===== src/design/a85_pkg.sv =====
// Shared types, constants and helper functions for the base-85 stream decoder.
package a85_pkg;

    // Character codes and digit range.
    localparam logic [7:0] CH_SPACE      = 8'd32;
    localparam logic [7:0] DIGIT_LOW     = 8'd33;
    localparam logic [7:0] DIGIT_HIGH    = 8'd117;
    localparam logic [7:0] CH_ZERO_GROUP = 8'h7A;
    localparam logic [7:0] CH_END        = 8'h7E;
    localparam logic [7:0] CH_CLOSE      = 8'h3E;

    // Radix of one digit and the digits held before a group is complete.
    localparam logic [31:0] DIGIT_BASE = 32'd85;
    localparam logic [2:0]  LAST_DIGIT = 3'd4;
    localparam logic [2:0]  GROUP_LEN  = 3'd5;
    localparam logic [2:0]  FULL_BYTES = 3'd4;

    // Depth of the command queue between front and back.
    localparam int QUEUE_DEPTH = 2;
    localparam int QPTR_W      = (QUEUE_DEPTH > 1) ? $clog2(QUEUE_DEPTH) : 1;
    localparam int QCNT_W      = $clog2(QUEUE_DEPTH + 1);

    // Commands passed from the front to the back.
    typedef enum logic [2:0] {
        OP_DIGIT,
        OP_ZERO,
        OP_END,
        OP_CLOSE,
        OP_BAD
    } a85_op_t;

    // Result status codes.
    typedef enum logic [1:0] {
        ST_OK       = 2'd0,
        ST_BAD_CHAR = 2'd1,
        ST_BAD_END  = 2'd2
    } a85_status_t;

    // One queued command.
    typedef struct packed {
        a85_op_t    op;
        logic [6:0] digit;     // digit value 0..84
        logic       last;      // this digit completes the group
        logic [2:0] pad_len;   // number of pad digits appended at end of data
        logic [2:0] emit_cnt;  // bytes emitted at end of data
        logic       close_ok;  // closing character was '>'
    } a85_cmd_t;

    // 85 to the power k, modulo 2^32, for pad digit counts 1 to 4; any other count gives 1.
    function automatic logic [31:0] pad_power(input logic [2:0] k);
        logic [31:0] p;
        begin
            unique case (k)
                3'd1:    p = 32'd85;
                3'd2:    p = 32'd7225;
                3'd3:    p = 32'd614125;
                3'd4:    p = 32'd52200625;
                default: p = 32'd1;
            endcase
            return p;
        end
    endfunction

    // Mask that keeps the leading count bytes of a word.
    function automatic logic [31:0] keep_mask(input logic [2:0] count);
        logic [31:0] m;
        begin
            unique case (count)
                3'd0:    m = 32'h0000_0000;
                3'd1:    m = 32'hFF00_0000;
                3'd2:    m = 32'hFFFF_0000;
                3'd3:    m = 32'hFFFF_FF00;
                default: m = 32'hFFFF_FFFF;
            endcase
            return m;
        end
    endfunction

endpackage


===== src/design/ascii85_stream_decoder.sv =====
// Top level of the base-85 stream decoder.
//
//  Channel  Handshake              Payload
//  input    in_valid / in_ready    char_in
//  config   cfg_we                 cfg_data (pad drop enable)
//  output   out_valid / out_ready  data_word, byte_count, is_end, status
//
// One character is taken per cycle while the queue has room. A result goes
// from its character's transfer through the command queue to the output
// register: the command enters the queue at the transfer edge and moves to
// the output register when that register is free or draining. The back end
// does one 32-bit constant multiply-add per command. Reset clears the group
// state, the queue and the output valid flag; no clearing pass is needed.
// An output stall fills the two-entry queue, after which in_ready drops.
module ascii85_stream_decoder (
    input  logic        clk,
    input  logic        rst_n,
    input  logic [7:0]  char_in,
    input  logic        in_valid,
    output logic        in_ready,
    input  logic        cfg_we,
    input  logic        cfg_data,
    output logic [31:0] data_word,
    output logic [2:0]  byte_count,
    output logic        is_end,
    output logic [1:0]  status,
    output logic        out_valid,
    input  logic        out_ready
);
    import a85_pkg::*;

    logic     push, queue_full, pop, queue_valid;
    a85_cmd_t push_cmd, head_cmd;

    // Character classification.
    a85_front u_front (
        .clk        (clk),
        .rst_n      (rst_n),
        .char_in    (char_in),
        .in_valid   (in_valid),
        .in_ready   (in_ready),
        .cfg_we     (cfg_we),
        .cfg_data   (cfg_data),
        .queue_full (queue_full),
        .push       (push),
        .push_cmd   (push_cmd)
    );

    // Command queue.
    a85_queue u_queue (
        .clk       (clk),
        .rst_n     (rst_n),
        .push      (push),
        .push_cmd  (push_cmd),
        .full      (queue_full),
        .pop       (pop),
        .not_empty (queue_valid),
        .head_cmd  (head_cmd)
    );

    // Value accumulation and result register.
    a85_back u_back (
        .clk        (clk),
        .rst_n      (rst_n),
        .cmd_valid  (queue_valid),
        .cmd        (head_cmd),
        .pop        (pop),
        .out_valid  (out_valid),
        .out_ready  (out_ready),
        .data_word  (data_word),
        .byte_count (byte_count),
        .is_end     (is_end),
        .status     (status)
    );

endmodule


===== src/design/a85_front.sv =====
// Front end: accepts characters, tracks group position and issues commands.
module a85_front (
    input  logic              clk,
    input  logic              rst_n,
    input  logic [7:0]        char_in,
    input  logic              in_valid,
    output logic              in_ready,
    input  logic              cfg_we,
    input  logic              cfg_data,
    input  logic              queue_full,
    output logic              push,
    output a85_pkg::a85_cmd_t push_cmd
);
    import a85_pkg::*;

    logic [2:0] digit_count_reg, digit_count_next;
    logic       awaiting_reg, awaiting_next;
    logic       drop_pad_reg;
    logic       accept;
    logic       skip;
    logic [7:0] digit_diff;
    logic [2:0] cnt_base;

    assign in_ready   = !queue_full;
    assign accept     = in_valid && in_ready;
    assign digit_diff = char_in - DIGIT_LOW;
    assign cnt_base   = (digit_count_reg == 3'd0) ? 3'd0 : digit_count_reg - 3'd1;

    // Configuration register.
    always_ff @(posedge clk or negedge rst_n)
    begin
        if (!rst_n)
            drop_pad_reg <= 1'b0;
        else if (cfg_we)
            drop_pad_reg <= cfg_data;
    end

    // Classify the character and build the command.
    always_comb
    begin
        digit_count_next  = digit_count_reg;
        awaiting_next     = awaiting_reg;
        skip              = 1'b0;
        push_cmd          = '0;
        push_cmd.op       = OP_BAD;
        push_cmd.digit    = digit_diff[6:0];
        push_cmd.last     = (digit_count_reg == LAST_DIGIT);
        push_cmd.pad_len  = GROUP_LEN - digit_count_reg;
        push_cmd.emit_cnt = (drop_pad_reg && cnt_base != 3'd0) ? cnt_base - 3'd1 : cnt_base;
        push_cmd.close_ok = (char_in == CH_CLOSE);
        priority if (awaiting_reg)
        begin
            push_cmd.op   = OP_CLOSE;
            awaiting_next = 1'b0;
        end
        else if (char_in <= CH_SPACE)
        begin
            skip = 1'b1;
        end
        else if (char_in == CH_END)
        begin
            push_cmd.op      = OP_END;
            digit_count_next = 3'd0;
            awaiting_next    = 1'b1;
        end
        else if (char_in == CH_ZERO_GROUP && digit_count_reg == 3'd0)
        begin
            push_cmd.op = OP_ZERO;
        end
        else if (char_in >= DIGIT_LOW && char_in <= DIGIT_HIGH)
        begin
            push_cmd.op      = OP_DIGIT;
            digit_count_next = (digit_count_reg == LAST_DIGIT) ? 3'd0 : digit_count_reg + 3'd1;
        end
        else
        begin
            push_cmd.op      = OP_BAD;
            digit_count_next = 3'd0;
        end
    end

    assign push = accept && !skip;

    // Group position and end-marker state.
    always_ff @(posedge clk or negedge rst_n)
    begin
        if (!rst_n)
        begin
            digit_count_reg <= 3'd0;
            awaiting_reg    <= 1'b0;
        end
        else if (accept)
        begin
            digit_count_reg <= digit_count_next;
            awaiting_reg    <= awaiting_next;
        end
    end

    // The group never holds five digits between transfers.
    a_count_range: assert property (@(posedge clk) disable iff (!rst_n)
        digit_count_reg <= LAST_DIGIT)
        else $error("front: digit count out of range");

    // An end marker always arms the closing check.
    a_end_arms: assert property (@(posedge clk) disable iff (!rst_n)
        (push && push_cmd.op == OP_END) |=> (awaiting_reg && digit_count_reg == 3'd0))
        else $error("front: end marker did not arm closing check");

    // The character after an end marker always disarms the closing check.
    a_close_disarms: assert property (@(posedge clk) disable iff (!rst_n)
        (accept && awaiting_reg) |=> !awaiting_reg)
        else $error("front: closing check still armed after its character");

endmodule


===== src/design/a85_queue.sv =====
// Short command queue between the front end and the back end.
module a85_queue (
    input  logic              clk,
    input  logic              rst_n,
    input  logic              push,
    input  a85_pkg::a85_cmd_t push_cmd,
    output logic              full,
    input  logic              pop,
    output logic              not_empty,
    output a85_pkg::a85_cmd_t head_cmd
);
    import a85_pkg::*;

    a85_cmd_t            mem_reg [QUEUE_DEPTH];
    logic [QPTR_W-1:0]   wr_ptr_reg, wr_ptr_next;
    logic [QPTR_W-1:0]   rd_ptr_reg, rd_ptr_next;
    logic [QCNT_W-1:0]   count_reg, count_next;
    logic                do_push, do_pop;

    assign full      = (count_reg == QCNT_W'(QUEUE_DEPTH));
    assign not_empty = (count_reg != '0);
    assign do_push   = push && !full;
    assign do_pop    = pop && not_empty;
    assign head_cmd  = mem_reg[rd_ptr_reg];

    // Pointer and fill-level update.
    always_comb
    begin
        wr_ptr_next = wr_ptr_reg;
        rd_ptr_next = rd_ptr_reg;
        count_next  = count_reg;
        if (do_push)
            wr_ptr_next = (wr_ptr_reg == QPTR_W'(QUEUE_DEPTH - 1)) ? '0 : wr_ptr_reg + 1'b1;
        if (do_pop)
            rd_ptr_next = (rd_ptr_reg == QPTR_W'(QUEUE_DEPTH - 1)) ? '0 : rd_ptr_reg + 1'b1;
        if (do_push && !do_pop)
            count_next = count_reg + 1'b1;
        else if (do_pop && !do_push)
            count_next = count_reg - 1'b1;
    end

    always_ff @(posedge clk or negedge rst_n)
    begin
        if (!rst_n)
        begin
            wr_ptr_reg <= '0;
            rd_ptr_reg <= '0;
            count_reg  <= '0;
        end
        else
        begin
            wr_ptr_reg <= wr_ptr_next;
            rd_ptr_reg <= rd_ptr_next;
            count_reg  <= count_next;
        end
    end

    // Entry storage.
    always_ff @(posedge clk)
    begin
        if (do_push)
            mem_reg[wr_ptr_reg] <= push_cmd;
    end

    // The front never offers a command while the queue is full.
    a_no_overflow: assert property (@(posedge clk) disable iff (!rst_n)
        push |-> !full)
        else $error("queue: push while full");

    // The fill level never exceeds the depth.
    a_level: assert property (@(posedge clk) disable iff (!rst_n)
        count_reg <= QCNT_W'(QUEUE_DEPTH))
        else $error("queue: fill level out of range");

    // The back end never pops an empty queue.
    a_no_underflow: assert property (@(posedge clk) disable iff (!rst_n)
        pop |-> not_empty)
        else $error("queue: pop while empty");

endmodule


===== src/design/a85_back.sv =====
// Back end: accumulates group values and registers the results.
module a85_back (
    input  logic              clk,
    input  logic              rst_n,
    input  logic              cmd_valid,
    input  a85_pkg::a85_cmd_t cmd,
    output logic              pop,
    output logic              out_valid,
    input  logic              out_ready,
    output logic [31:0]       data_word,
    output logic [2:0]        byte_count,
    output logic              is_end,
    output logic [1:0]        status
);
    import a85_pkg::*;

    logic [31:0]  group_reg, group_next;
    logic         out_valid_reg, out_valid_next;
    logic [31:0]  word_reg, word_next;
    logic [2:0]   count_reg, count_next;
    logic         end_reg, end_next;
    a85_status_t  status_reg, status_next;
    logic [31:0]  mul_k, add_val, pad_pow, acc;
    logic         emit;

    // A command is taken whenever the output register is free or draining.
    assign pop = cmd_valid && (!out_valid_reg || out_ready);

    // Shared multiply-add: one digit step, or all pad digits at once.
    assign pad_pow = pad_power(cmd.pad_len);
    always_comb
    begin
        if (cmd.op == OP_END)
        begin
            mul_k   = pad_pow;
            add_val = pad_pow - 32'd1;
        end
        else
        begin
            mul_k   = DIGIT_BASE;
            add_val = {25'd0, cmd.digit};
        end
    end
    assign acc = (group_reg * mul_k) + add_val;

    // Command execution.
    always_comb
    begin
        group_next  = group_reg;
        emit        = 1'b0;
        word_next   = 32'd0;
        count_next  = 3'd0;
        end_next    = 1'b0;
        status_next = ST_OK;
        unique case (cmd.op)
            OP_DIGIT:
            begin
                if (cmd.last)
                begin
                    emit       = 1'b1;
                    word_next  = acc;
                    count_next = FULL_BYTES;
                    group_next = 32'd0;
                end
                else
                begin
                    group_next = acc;
                end
            end
            OP_ZERO:
            begin
                emit       = 1'b1;
                count_next = FULL_BYTES;
            end
            OP_END:
            begin
                group_next = 32'd0;
                emit       = (cmd.emit_cnt != 3'd0);
                word_next  = acc & keep_mask(cmd.emit_cnt);
                count_next = cmd.emit_cnt;
            end
            OP_CLOSE:
            begin
                emit        = 1'b1;
                end_next    = 1'b1;
                status_next = cmd.close_ok ? ST_OK : ST_BAD_END;
            end
            default:
            begin
                group_next  = 32'd0;
                emit        = 1'b1;
                status_next = ST_BAD_CHAR;
            end
        endcase
    end

    always_comb
    begin
        if (pop)
            out_valid_next = emit;
        else if (out_ready)
            out_valid_next = 1'b0;
        else
            out_valid_next = out_valid_reg;
    end

    // Control state.
    always_ff @(posedge clk or negedge rst_n)
    begin
        if (!rst_n)
        begin
            group_reg     <= 32'd0;
            out_valid_reg <= 1'b0;
        end
        else
        begin
            if (pop)
                group_reg <= group_next;
            out_valid_reg <= out_valid_next;
        end
    end

    // Result payload.
    always_ff @(posedge clk)
    begin
        if (pop)
        begin
            word_reg   <= word_next;
            count_reg  <= count_next;
            end_reg    <= end_next;
            status_reg <= status_next;
        end
    end

    assign out_valid  = out_valid_reg;
    assign data_word  = word_reg;
    assign byte_count = count_reg;
    assign is_end     = end_reg;
    assign status     = status_reg;

    // End and error results carry no bytes.
    a_no_bytes: assert property (@(posedge clk) disable iff (!rst_n)
        (out_valid_reg && (end_reg || status_reg != ST_OK)) |-> (count_reg == 3'd0))
        else $error("back: end or error result carries bytes");

    // A bad closing status only appears on an end result.
    a_bad_end: assert property (@(posedge clk) disable iff (!rst_n)
        (out_valid_reg && status_reg == ST_BAD_END) |-> end_reg)
        else $error("back: bad end status without end flag");

    // An end, close or bad command leaves the accumulator cleared.
    a_group_clear: assert property (@(posedge clk) disable iff (!rst_n)
        (pop && cmd.op != OP_DIGIT && cmd.op != OP_ZERO) |=> (group_reg == 32'd0))
        else $error("back: group not cleared");

endmodule


===== config.mk =====
export PLATFORM = sky130hd
export DESIGN_NAME = ascii85_stream_decoder
export DESIGN_NICKNAME = d
export VERILOG_FILES = /design/src/design/a85_pkg.sv /design/src/design/ascii85_stream_decoder.sv /design/src/design/a85_front.sv /design/src/design/a85_queue.sv /design/src/design/a85_back.sv
export SDC_FILE = /design/constraint.sdc
export NUM_CORES = 1
export LEC_CHECK = 0
export BUFFER_PORTS_ARGS = -buffer_cell sky130_fd_sc_hd__buf_2
export CORE_ASPECT_RATIO = 0.9
export CORE_MARGIN = 2
export CORE_UTILIZATION = 65
export DETAILED_ROUTE_END_ITERATION = 10
export GPL_ROUTABILITY_DRIVEN = 0
export PLACE_DENSITY = 0.81
export SYNTH_ARGS = -nofsm -noshare
export SYNTH_HDL_FRONTEND = slang
export SYNTH_SLANG_ARGS = --single-unit

===== constraint.sdc =====
create_clock -name clk -period 16 [get_ports clk]
set_input_delay 3.2 -clock clk [delete_from_list [all_inputs] [get_ports clk]]
set_output_delay 3.2 -clock clk [all_outputs]
set_load 0.02 [all_outputs]

# --- Yosys cells after proc, flatten, opt, wreduce, memory -nomap -nowiden ---
# Memory sizes are Yosys's and may differ from the RTL's.
# Cells that the tools add are included.
totals:
  ff_bits: 80
  ram_bits: 36
  in_bits: 14
  elab_cells: 116
  mem_count: 1
classes:
  addsub: 11
  mul: 1
  magnitude_cmp: 3
  n_eq_ne: 16
  mux: 40
  bitwise: 4
  n_reduce_logical: 28
mem_list:
  columns: ["memory", "depth", "width", "read_ports", "rd_ports_with_merged_regs", "wr", "line", "source"]
  rows:
  - ["u_queue.mem_reg", 2, 18, 1, 0, 1, "a85_queue.sv:14", "a85_cmd_t mem_reg [QUEUE_DEPTH];"]
op_table:
  columns: ["operator", "n"]
  rows:
  - ["two-way mux 32 bit", 4]
  - ["one-hot mux 32 bit (2 select lines)", 2]
  - ["one-hot mux 32 bit (4 select lines)", 1]
  - ["one-hot mux 26 bit (4 select lines)", 1]
  - ["two-way mux 3 bit", 12]
  - ["adder 32 bit", 1]
  - ["bitwise AND 32 bit", 1]
  - ["multiplier 32 x 26 -> 32 bit", 1]
  - ["subtractor 26 x 1 -> 27 bit, second input constant", 1]
  - ["two-way mux 26 bit", 1]
  - ["equality test 3 x 2 -> 1 bit, second input constant", 6]
  - ["equality test 8 x 7 -> 1 bit, second input constant", 2]
  - ["two-way mux 1 bit", 13]
  - ["logical AND 1 bit", 10]
  - ["equality test 3 x 1 -> 1 bit, second input constant", 3]
  - ["zero test 3 bit", 3]
  - ["one-hot mux 3 bit (3 select lines)", 1]
  - ["equality test 8 x 6 -> 1 bit, second input constant", 1]
  - [">= comparator 8 x 6 -> 1 bit, second input constant", 1]
  - ["<= comparator 8 x 6 -> 1 bit, second input constant", 1]
  - ["<= comparator 8 x 7 -> 1 bit, second input constant", 1]
  - ["subtractor 7 x 6 -> 7 bit, second input constant", 1]
  - ["equality test 3 bit, second input constant", 2]
  - ["two-way mux 2 bit", 3]
  - ["other kinds (19)", 30]

# --- Longest topological paths before layout ---
# Gate-level depths: netlist of run 1.
depth:
  ltp_word: 10
  mapped_depth: 31

# --- Modules after synthesis ---
# Synthesis of run 1 repeated with hierarchy kept, for this count alone.
unflattened:
  cells_unflattened: 1741
  area_unflattened_um2: 17772.0
modules_own_cells:
  columns: ["module", "n_inst", "cells_each", "area_each_um2", "seq_area_each_um2"]
  rows:
  - ["a85_back", 1, 1579, 15517.4, 1966.9]
  - ["a85_queue", 1, 75, 1549.0, 1181.1]
  - ["a85_front", 1, 87, 705.7, 125.1]

# --- Worst setup path after synthesis of run 1 ---
# OpenSTA, ideal clock, no wires.
synth_path:
  path_kind: "reg2reg"
  startpoint: "register u_queue.rd_ptr_reg"
  endpoint: "register u_back.word_reg[31] (netlist: u_back.data_word[31]), data pin"
  t_arrival_ps: 7294
  slack_ps: 8437
  path_stages_with_launch: 29
  n_path_buf: 3
  path_cell_list: "dfrtp_1 > buf_6 > nor4b_1 > nor2_1 > nor2_1 > buf_2 > clkbuf_1 > and2_1 > nor2_1 > fa_1 > fa_1 > fa_1 > fa_1 > fa_1 > inv_1 > fa_1 > inv_1 > fa_1 > inv_1 > ha_1 > nand3_1 > o22ai_1 > o21ai_0 > o311ai_1 > and2_1 > a2111oi_0 > o31ai_1 > xor2_1 > nor2_1"
synth_between:
  elab_chain_len: 8
  word_cells_on_any_way: 22
synth_lines:
  columns: ["item", "line", "source"]
  rows:
  - ["start: declaration", "a85_queue.sv:16", "logic [QPTR_W-1:0] rd_ptr_reg, rd_ptr_next;"]
  - ["start signal: assignment", "a85_queue.sv:53", "rd_ptr_reg <= rd_ptr_next;"]
  - ["memory (2 x 18 bit) *", null, null]
  - ["equality test 3 bit (tied with other cells)", "a85_pkg.sv:53", "unique case (k)"]
  - ["one-hot mux 26 bit (4 select lines)", "a85_pkg.sv:53", null]
  - ["two-way mux 26 bit / subtractor 26 x 1 -> 27 bit (equally long branches)", "a85_back.sv:33, a85_back.sv:36", null]
  - ["multiplier 32 x 26 -> 32 bit / two-way mux 32 bit (equally long branches)", "a85_back.sv:44, a85_back.sv:33", null]
  - ["adder 32 bit", "a85_back.sv:44", "assign acc = (group_reg * mul_k) + add_val;"]
  - ["bitwise AND 32 bit / two-way mux 32 bit (equally long branches)", "a85_back.sv:79, a85_back.sv:58", null]
  - ["one-hot mux 32 bit (2 select lines) *", "a85_back.sv:55", "unique case (cmd.op)"]
  - ["via u_back.word_next[31]", "a85_back.sv:19", "logic [31:0] word_reg, word_next;"]
  - ["end signal: assignment", "a85_back.sv:128", "word_reg <= word_next;"]
  - ["end: declaration", "a85_back.sv:19", null]
# Mark *: on every way through the listed nets, which the timed path passes. The rest lies on a longest branch. The select of a mux whose other input is x is not followed.
# A chain may end at the register's enable or synchronous reset.

# --- Final worst setup path of run 1 ---
# Ends and elaborated chain as after synthesis.

==> summary.md, run 1 <==
| Metric | Value |
|---|---|
| Status | `completed` |
| Flops & latches, synth | `116` |
| RSZ-0062 raised after global routing | `false` |
| Worst min-delay path startpoint | `u_queue.wr_ptr_reg` |
| I/O pin count | `54` |
| Critical path's slowest cell | `a2111oi_0` |
| DP Worst Slack | `7.07 ns` |
| Hold Path Depth | `1` |
| Die ar. | `approximately 28000 um2` |
| Sequential standard cell area | `3270 um2` |
| Die Width | `178 um` |
| Port Buffers | `53` |
| Count leader, synth | `inv_1` |
| Worst R2R Setup Slack | `6.95 ns` |
| CP Max Fanout | `24` |
| R2r startpoint | `u_queue.rd_ptr_reg` |
| Peak supply drop | `145 uV` |
| Rows | `57` |
| Final setup margin | `6.95 ns` |
| Yosys warnings | `0` |
| DRC viols | `0` |
| Multi-input logic area | `12200 um2` |
| Max Cap Violations | `0` |
| Initial antenna violation count | `0` |
| Layout cell share with drive strength beyond 1 | `0.0612` |
| Worst setup path startpoint | `u_queue.rd_ptr_reg` |
| Post-synth design cell area | `17600 um2` |
| Drt first pass iters | `7` |
| Post-Place Cell Area | `18200 um2` |
| Nets | `~2400` |
| Critical R2R Capture | `u_back.data_word[31]` |
| Asr flop ratio synth | `0.362` |
| Syn_area_per_cell | `9.71 um2` |
| Worst slew margin | `0.322` |
| Final Max Slew Viols | `0` |
| Cts bufs inserted | `17` |
| Worst Hold Class | `reg2reg` |
| CTS tree | `built` |
| Hold buffers post-CTS | `0` |
| Post-layout util | `0.700` |
| Startpoint Class | `flip-flop` |
| LEAKAGE | `9.82 nW` |
| Worst-Skew Late Latency | `0.42 ns` |
| Post-synth EDFFs | `74` |
| Top post-synthesis cells by area | `fa_1 34%, ha_1 14%, edfxtp_1 13%, inv_1 11%, dfrtp_1 6.0%` |
| Cells on worst reg2reg path | `28` |
| Final Cycle Share | `0.566` |
| Most common flop cell mapped by yosys | `edfxtp_1` |
| Most crowded layer after global routing | `met2` |
| Largest net degree at the start of global routing | `44` |
| Sequential area share after synthesis | `0.186` |
| Final min period | `9.05 ns` |
| Post-synthesis cell type count | `71` |
| PwrDens | `between 90 and 100 nW/um2` |
| Clk buf depth | `2` |
| Critical path type | `reg2reg` |
| Syn Nets | `2328` |
| Layout area overhead | `6.62%` |
| # resized after CTS | `0` |
| Post-synth top cells | `523 x inv_1, 298 x fa_1, 202 x ha_1` |
| Final hold viol count | `0` |
| Via count | `12600` |
| FILL cells | `2003` |
| Initial core utilization | `0.657` |
| Clock Skew | `~0.016 ns` |
| Critical path endpoint category | `flip-flop` |
| Max frequency | `~110 MHz` |
| Max reg flops | `36` |
| Least-Margin Pin Slew | `1.02 ns` |
| Chip Height | `approximately 160 um` |
| DRT iter0 DRCs | `1405` |
| GRT met2 Usage | `0.512` |
| Setup TNS | `0 ns` |
| Post-CTS setup buffers | `0` |
| Routing usage on met3 | `0.0917` |
| Final setup vio count | `0` |
| WL per Instance | `19.8 um` |
| Design area | `around 19000 um2` |
| Vias per Instance | `5.66` |
| Hold Path End | `u_queue.wr_ptr_reg` |
| Hpwl dp | `37000 um` |
| Met1 GRT Util | `0.446` |
| Yosys top cell area share | `0.339` |
| Clk root buf | `clkbuf_16` |
| Worst Path Buf+Inv | `7` |
| Arrival time worst endpoint | `about 9.2 ns` |
| Power, Total | `0.00182 W` |
| Number of global-route vias before repair | `13600` |
| First-pass GRT wire length | `70700 um` |
| Core ar. | `26800 um2` |
| Delay-heaviest family, CP | `adder cells` |
| ANT nets after route | `0` |
| Worst stage delay on the critical path | `0.67 ns` |
| CTS sink count | `between 100 and 150` |
| GRT Overall Usage | `0.330` |
| Mapped Cells | `1814` |
| H-tree Lvls | `4` |
| Leading area contributor after synthesis | `fa_1` |
| GR Overflow Total | `0` |
| CP required | `16.14 ns` |
| Worst-path clk slew | `0.05 ns` |
| Diodes inserted | `0` |
| DRT Wirelength | `about 44000 um` |
worst reg2reg max path, delay by kind of cell (launching register included):
family                     cells  cell delay [ns]
adders and majority gates      8             3.28
xor gates and xnor gates       1             0.24
AOI/OAI and AO/OA              7             2.44
and+or+nand+nor                5             1.17
buffers and inverters          7             1.07
DFF                            1             0.59
per-stage QoR:
step / hold WS, ns / cells
4_1_cts: 0.509 / 2218
3_3_place_gp: 0.487 / 2186
6_report: 0.510 / 2218
3_5_place_dp: 0.497 / 2186
5_1_grt: 0.529 / 2218
2_1_floorplan: 0.456 / 1814
worst max-delay path by stage:
stage,endpoint,slack (ns),cells past startpoint
3_5_place_dp,u_back.data_word[31],7.07,28
6_report,u_back.data_word[31],6.95,28
3_3_place_gp,u_back.data_word[31],7.46,28
2_1_floorplan,u_back.data_word[31],8.44,28
5_1_grt,u_back.data_word[31],6.51,29
4_1_cts,u_back.data_word[31],7.04,28
layout by cell type, fill, tap and decap left out, types with 4 or more instances in the layout:
cell / Yosys / routed
inv_1: 523 / 523
fa_1: 298 / 298
ha_1: 202 / 202
nand2_1: 163 / 163
nor2_1: 74 / 74
edfxtp_1: 74 / 74
and2_1: 64 / 64
buf_2: 5 / 53
o21ai_0: 50 / 50
xnor2_1: 45 / 45
dfrtp_1: 42 / 42
xor2_1: 34 / 34
a21oi_1: 29 / 29
clkbuf_16: 0 / 19
mux2i_1: 16 / 16
nand3_1: 13 / 13
and3_1: 12 / 12
nand2b_1: 11 / 11
a21o_1: 10 / 10
nor3_1: 11 / 10
or2_2: 8 / 8
buf_4: 0 / 8
o21ai_1: 7 / 6
o21bai_1: 5 / 5
a211oi_1: 5 / 5
nor3b_1: 4 / 4
o211ai_1: 4 / 4
nor2b_1: 4 / 4
o21a_1: 5 / 4
o22ai_1: 4 / 4
clkbuf_1: 34 / 4
routing by layer:
layer	share of wire	vias up
li1	-	5560
met1	0.39	6209
met2	0.46	654
met3	0.11	135
met4	0.041	0
met5	0	-
where the power goes:
part	internal, W	switching (W)	leakage, nW
combinational	0.000334	0.000626	8.25
clock	0.000224	0.000129	0.282
sequential	0.000424	0.0000844	1.29
total	0.000983	0.000840	9.82
cell type report:
class                   count  share of cell area
flip-flops and latches    116               0.174
clock buffers              25              0.0276
repair buffers             61              0.0173
multi-input cells        1131               0.650
inverters                 524               0.105
clock inverters             7             0.00240
well taps                 354              0.0236
cells by family (layout without fill, tap and decap cells):
kind of cell	after synthesis	count (layout)	synth area share
AO/OA/AOI/OAI	146	146	0.0519
XOR/XNOR	81	81	0.0419
adder cells (fa/ha/maj)	500	500	0.482
buffers and inverters	567	617	0.122
flip-flops	116	116	0.186
multiplexers	21	21	0.0133
AND/OR/NAND/NOR	383	383	0.103
Power figures use the tool's default switching activity.
==> inputs of run 2 (changes only) <==
--- a/config.mk
+++ b/config.mk
@@ -5,13 +5,14 @@
 export SDC_FILE = /design/constraint.sdc
 export NUM_CORES = 1
 export LEC_CHECK = 0
+export ABC_AREA = 1
 export BUFFER_PORTS_ARGS = -buffer_cell sky130_fd_sc_hd__buf_2
 export CORE_ASPECT_RATIO = 0.9
 export CORE_MARGIN = 2
-export CORE_UTILIZATION = 65
+export CORE_UTILIZATION = 59
 export DETAILED_ROUTE_END_ITERATION = 10
 export GPL_ROUTABILITY_DRIVEN = 0
-export PLACE_DENSITY = 0.81
+export PLACE_DENSITY = 0.77
 export SYNTH_ARGS = -nofsm -noshare
 export SYNTH_HDL_FRONTEND = slang
 export SYNTH_SLANG_ARGS = --single-unit
==> constraint.sdc (replaced) <==
create_clock -name clk -period 7.7 [get_ports clk]
set_input_delay 1.54 -clock clk [delete_from_list [all_inputs] [get_ports clk]]
set_output_delay 1.54 -clock clk [all_outputs]
set_load 0.02 [all_outputs]
==> run 2 against run 1 <==
Sequential share of layout area decreased by 0.69 points. Largest power group unchanged. Via count increased by 11%. Cell count increased by 14%. Clock power increased by 130%. Global-route usage decreased by 0.30 points. Critical path type unchanged. Power increased to 2.5 times the previous value. Non-clock buffer count increased by 39. Largest cell class unchanged. Core utilization decreased by 4.4 points. Sequential power increased by 100%.
==> summary.md, run 2 <==
| Metric | Value |
|---|---|
| Sequential standard cell area | `3270 um2 (about the same)` |
| CTS sink count | `116 (unchanged)` |
| Critical path's slowest cell | `fa_1` |
| DRC viols | `0 (unchanged)` |
| Clk buf depth | `2 (unchanged)` |
| Die ar. | `31500 um2 (+11%)` |
| Multi-input logic area | `12200 um2 (-0.28%)` |
| Hold Path Depth | `1 (unchanged)` |
| Commonest non-fill, non-tap cell in the layout | `inv_1` |
| Asr flop ratio synth | `0.362 (unchanged)` |
| Largest net degree at the start of global routing | `43 (-2.3%)` |
| Worst-path clk slew | `0.06 ns (about the same)` |
| Max frequency | `133 MHz (+20%)` |
| Critical R2R Capture | `u_back.data_word[27]` |
| Clk root buf | `clkbuf_16` |
| Diodes inserted | `0 (unchanged)` |
| Worst stage delay on the critical path | `0.56 ns (-0.11 ns)` |
| Critical path type | `reg2reg` |
| Syn Nets | `2526 (+8.5%)` |
| Post-Place Cell Area | `18700 um2 (+2.9%)` |
| GR Overflow Total | `0 (unchanged)` |
| Final std cells w/o fill | `2522 (+14%)` |
| Layout area overhead | `10.1%` |
| Drt first pass iters | `5 (-2)` |
| First-pass GRT wire length | `78300 um (+11%)` |
| GRT Overall Usage | `0.327 (-0.00299)` |
| Clock Skew | `0.0116 ns (-0.00415 ns)` |
| Chip Height | `169 um (+5.3%)` |
| Max reg flops | `36 (unchanged)` |
| Syn_area_per_cell | `8.83 um2 (-9.0%)` |
| Final setup vio count | `0 (unchanged)` |
| Max Cap Violations | `0 (unchanged)` |
| Die Width | `187 um (+5.3%)` |
| Worst R2R Setup Slack | `0.17 ns (-6.78 ns)` |
| Layout cell share with drive strength beyond 1 | `0.0878 (+0.0266)` |
| Worst path most repeated cell | `fa_1` |
| Final min period | `7.53 ns (-1.52 ns)` |
| Cts bufs inserted | `17 (unchanged)` |
| Via count | `14000 (+11%)` |
| Multiplexer share of the synthesized area | `0.00169 (-0.0116)` |
| FILL cells | `2301 (+15%)` |
| Post-synth design cell area | `17800 um2 (+0.92%)` |
| Post-synth EDFFs | `74 (unchanged)` |
| Hold Path End | `u_queue.count_reg[0]` |
| I/O pin count | `54 (unchanged)` |
| Most frequent cells in the layout | `628 x inv_1, 297 x fa_1, 256 x nand2_1` |
| Rows | `60 (+5.3%)` |
| Vias per Instance | `5.54 (-2.2%)` |
| Most common flop cell mapped by yosys | `edfxtp_1` |
| Yosys top cell area share | `0.336 (-0.00308)` |
| Port Buffers | `53 (unchanged)` |
| ANT nets after route | `0 (unchanged)` |
| Count leader, synth | `inv_1` |
| Mapped Cells | `2012 (+11%)` |
| XOR/XNOR Fraction of Synth Area | `0.0271 (-0.0148)` |
| Least-Margin Pin Slew | `0.904 ns (-0.114 ns)` |
| Critical path endpoint category | `flip-flop` |
| R2r startpoint | `u_queue.rd_ptr_reg` |
| Worst min-delay path startpoint | `u_queue.count_reg[0]` |
| Peak supply drop | `237 uV (+64%)` |
| Final Cycle Share | `0.978 (+0.412)` |
| Hold WS | `0.498 ns (-0.0122 ns)` |
| Worst-Skew Late Latency | `0.42 ns (about the same)` |
| Yosys warnings | `0 (unchanged)` |
| Final hold viol count | `0 (unchanged)` |
| DRT Wirelength | `49800 um (+14%)` |
| Leading area contributor after synthesis | `fa_1` |
| Core ar. | `29800 um2 (+11%)` |
| Post-synth top cells | `629 x inv_1, 298 x fa_1, 259 x nand2_1` |
| Worst slew margin | `0.396 (+0.0743)` |
| Top post-synthesis cells by area | `fa_1 34%, ha_1 14%, inv_1 13%, edfxtp_1 13%, dfrtp_1 5.9%` |
| CP Max Fanout | `10 (-58%)` |
| Initial core utilization | `0.596 (-0.0604)` |
| Compound-gate portion of the synthesized area | `0.0451 (-0.00681)` |
| Worst Hold Class | `reg2reg` |
| Cells on worst reg2reg path | `32 (+14%)` |
| Largest family of logic cells by synthesized area | `adder cells` |
| PwrDens | `237 nW/um2 (+140%)` |
| Design area | `19600 um2 (+4.2%)` |
| LEAKAGE | `10.1 nW (+2.5%)` |
| Status | `completed` |
| Adder-cell share of the synthesized area | `0.478 (-0.00438)` |
| CTS tree | `built` |
| H-tree Lvls | `4 (unchanged)` |
| Startpoint Class | `flip-flop` |
| CP required | `7.87 ns (-8.27 ns)` |
| WL per Instance | `19.7 um (-0.16%)` |
| Sequential area share after synthesis | `0.184 (-0.00169)` |
| Number of global-route vias before repair | `14600 (+7.2%)` |
| Arrival time worst endpoint | `7.70 ns (-1.49 ns)` |
| Post-synthesis cell type count | `46 (-35%)` |
| Flops & latches, synth | `116 (unchanged)` |
| Simple-gate share of the synthesized area | `0.124 (+0.0206)` |
| DP Cell Count | `2480 (+13%)` |
| DRT iter0 DRCs | `1399 (-0.43%)` |
| Final Max Slew Viols | `0 (unchanged)` |
| Nets | `2620 (+11%)` |
| Initial antenna violation count | `0 (unchanged)` |
| Hpwl dp | `41900 um (+13%)` |
run 2: layout make-up:
type | instances | area share
Tap cell | 403 | 0.0258
Inverter | 635 | 0.122
Clock inverter | 13 | 0.00876
Timing Repair Buffer | 100 | 0.0318
Multi-Input combinational cell | 1236 | 0.622
Clock buffer | 19 | 0.0221
Sequential cell | 116 | 0.167
run 2: through the flow:
stage,setup WS [ns],total power [W],setup TNS (ns),util
after global placement,-0.0914,0.00358,-0.138,0.629
after CTS,-0.0180,0.00456,-0.0180,0.650
after floorplan,0.702,0.00277,0,-
after global routing,-0.0881,0.00495,-0.260,0.656
after detailed placement,-0.145,0.00370,-0.257,0.629
final,0.168,0.00464,0,0.656
run 2: worst max path at each step:
stage,from,to,cells past startpoint
2_1_floorplan,u_queue.rd_ptr_reg,u_back.data_word[27],32
3_3_place_gp,u_queue.rd_ptr_reg,u_back.data_word[27],32
3_5_place_dp,u_queue.rd_ptr_reg,u_back.data_word[27],32
4_1_cts,u_queue.rd_ptr_reg,u_back.data_word[27],30
5_1_grt,u_queue.rd_ptr_reg,u_back.data_word[27],32
6_report,u_queue.rd_ptr_reg,u_back.data_word[27],32
run 2: cells by family (layout without fill, tap and decap cells):
kind of cell    after synthesis  count (layout)
buf+inv                     661             767
mux                           3               3
simple gates                534             535
fa+ha+maj                   500             500
flops                       116             116
xor+xnor                     55              55
compound gates              143             143
run 2: critical path, delay by kind of cell (launching register included):
| family | cells | cell delay (ns) |
|---|---|---|
| flops | 1 | 0.47 |
| fa+ha+maj | 8 | 3.71 |
| compound gates | 4 | 0.65 |
| buf+inv | 7 | 0.72 |
| simple gates | 13 | 1.74 |
run 2: layer usage:
metal  GRT usage  vias to the layer above  routed length [um]
li1            -                     6144                   -
met1       0.433                     6789               19300
met2       0.519                      847               22500
met3      0.0788                      189                5370
met4       0.140                        0                2500
met5           0                        -                   0
run 2: what timing repair did:
action | 4_1_cts | 5_1_grt
gates resized for setup | 6 | 33
gates cloned | 0 | 1
endpoints found under the setup margin | 4 | 30
setup buffers | 0 | 9
hold buffers | 0 | 0
pin swaps | 0 | 6
run 2: where the power goes:
group	internal (W)	switching [W]	total (W)	leakage, nW
Clock	0.000513	0.000312	0.000825	0.289
Sequential	0.000911	0.000114	0.00103	1.30
Combinational	0.000888	0.00190	0.00279	8.48
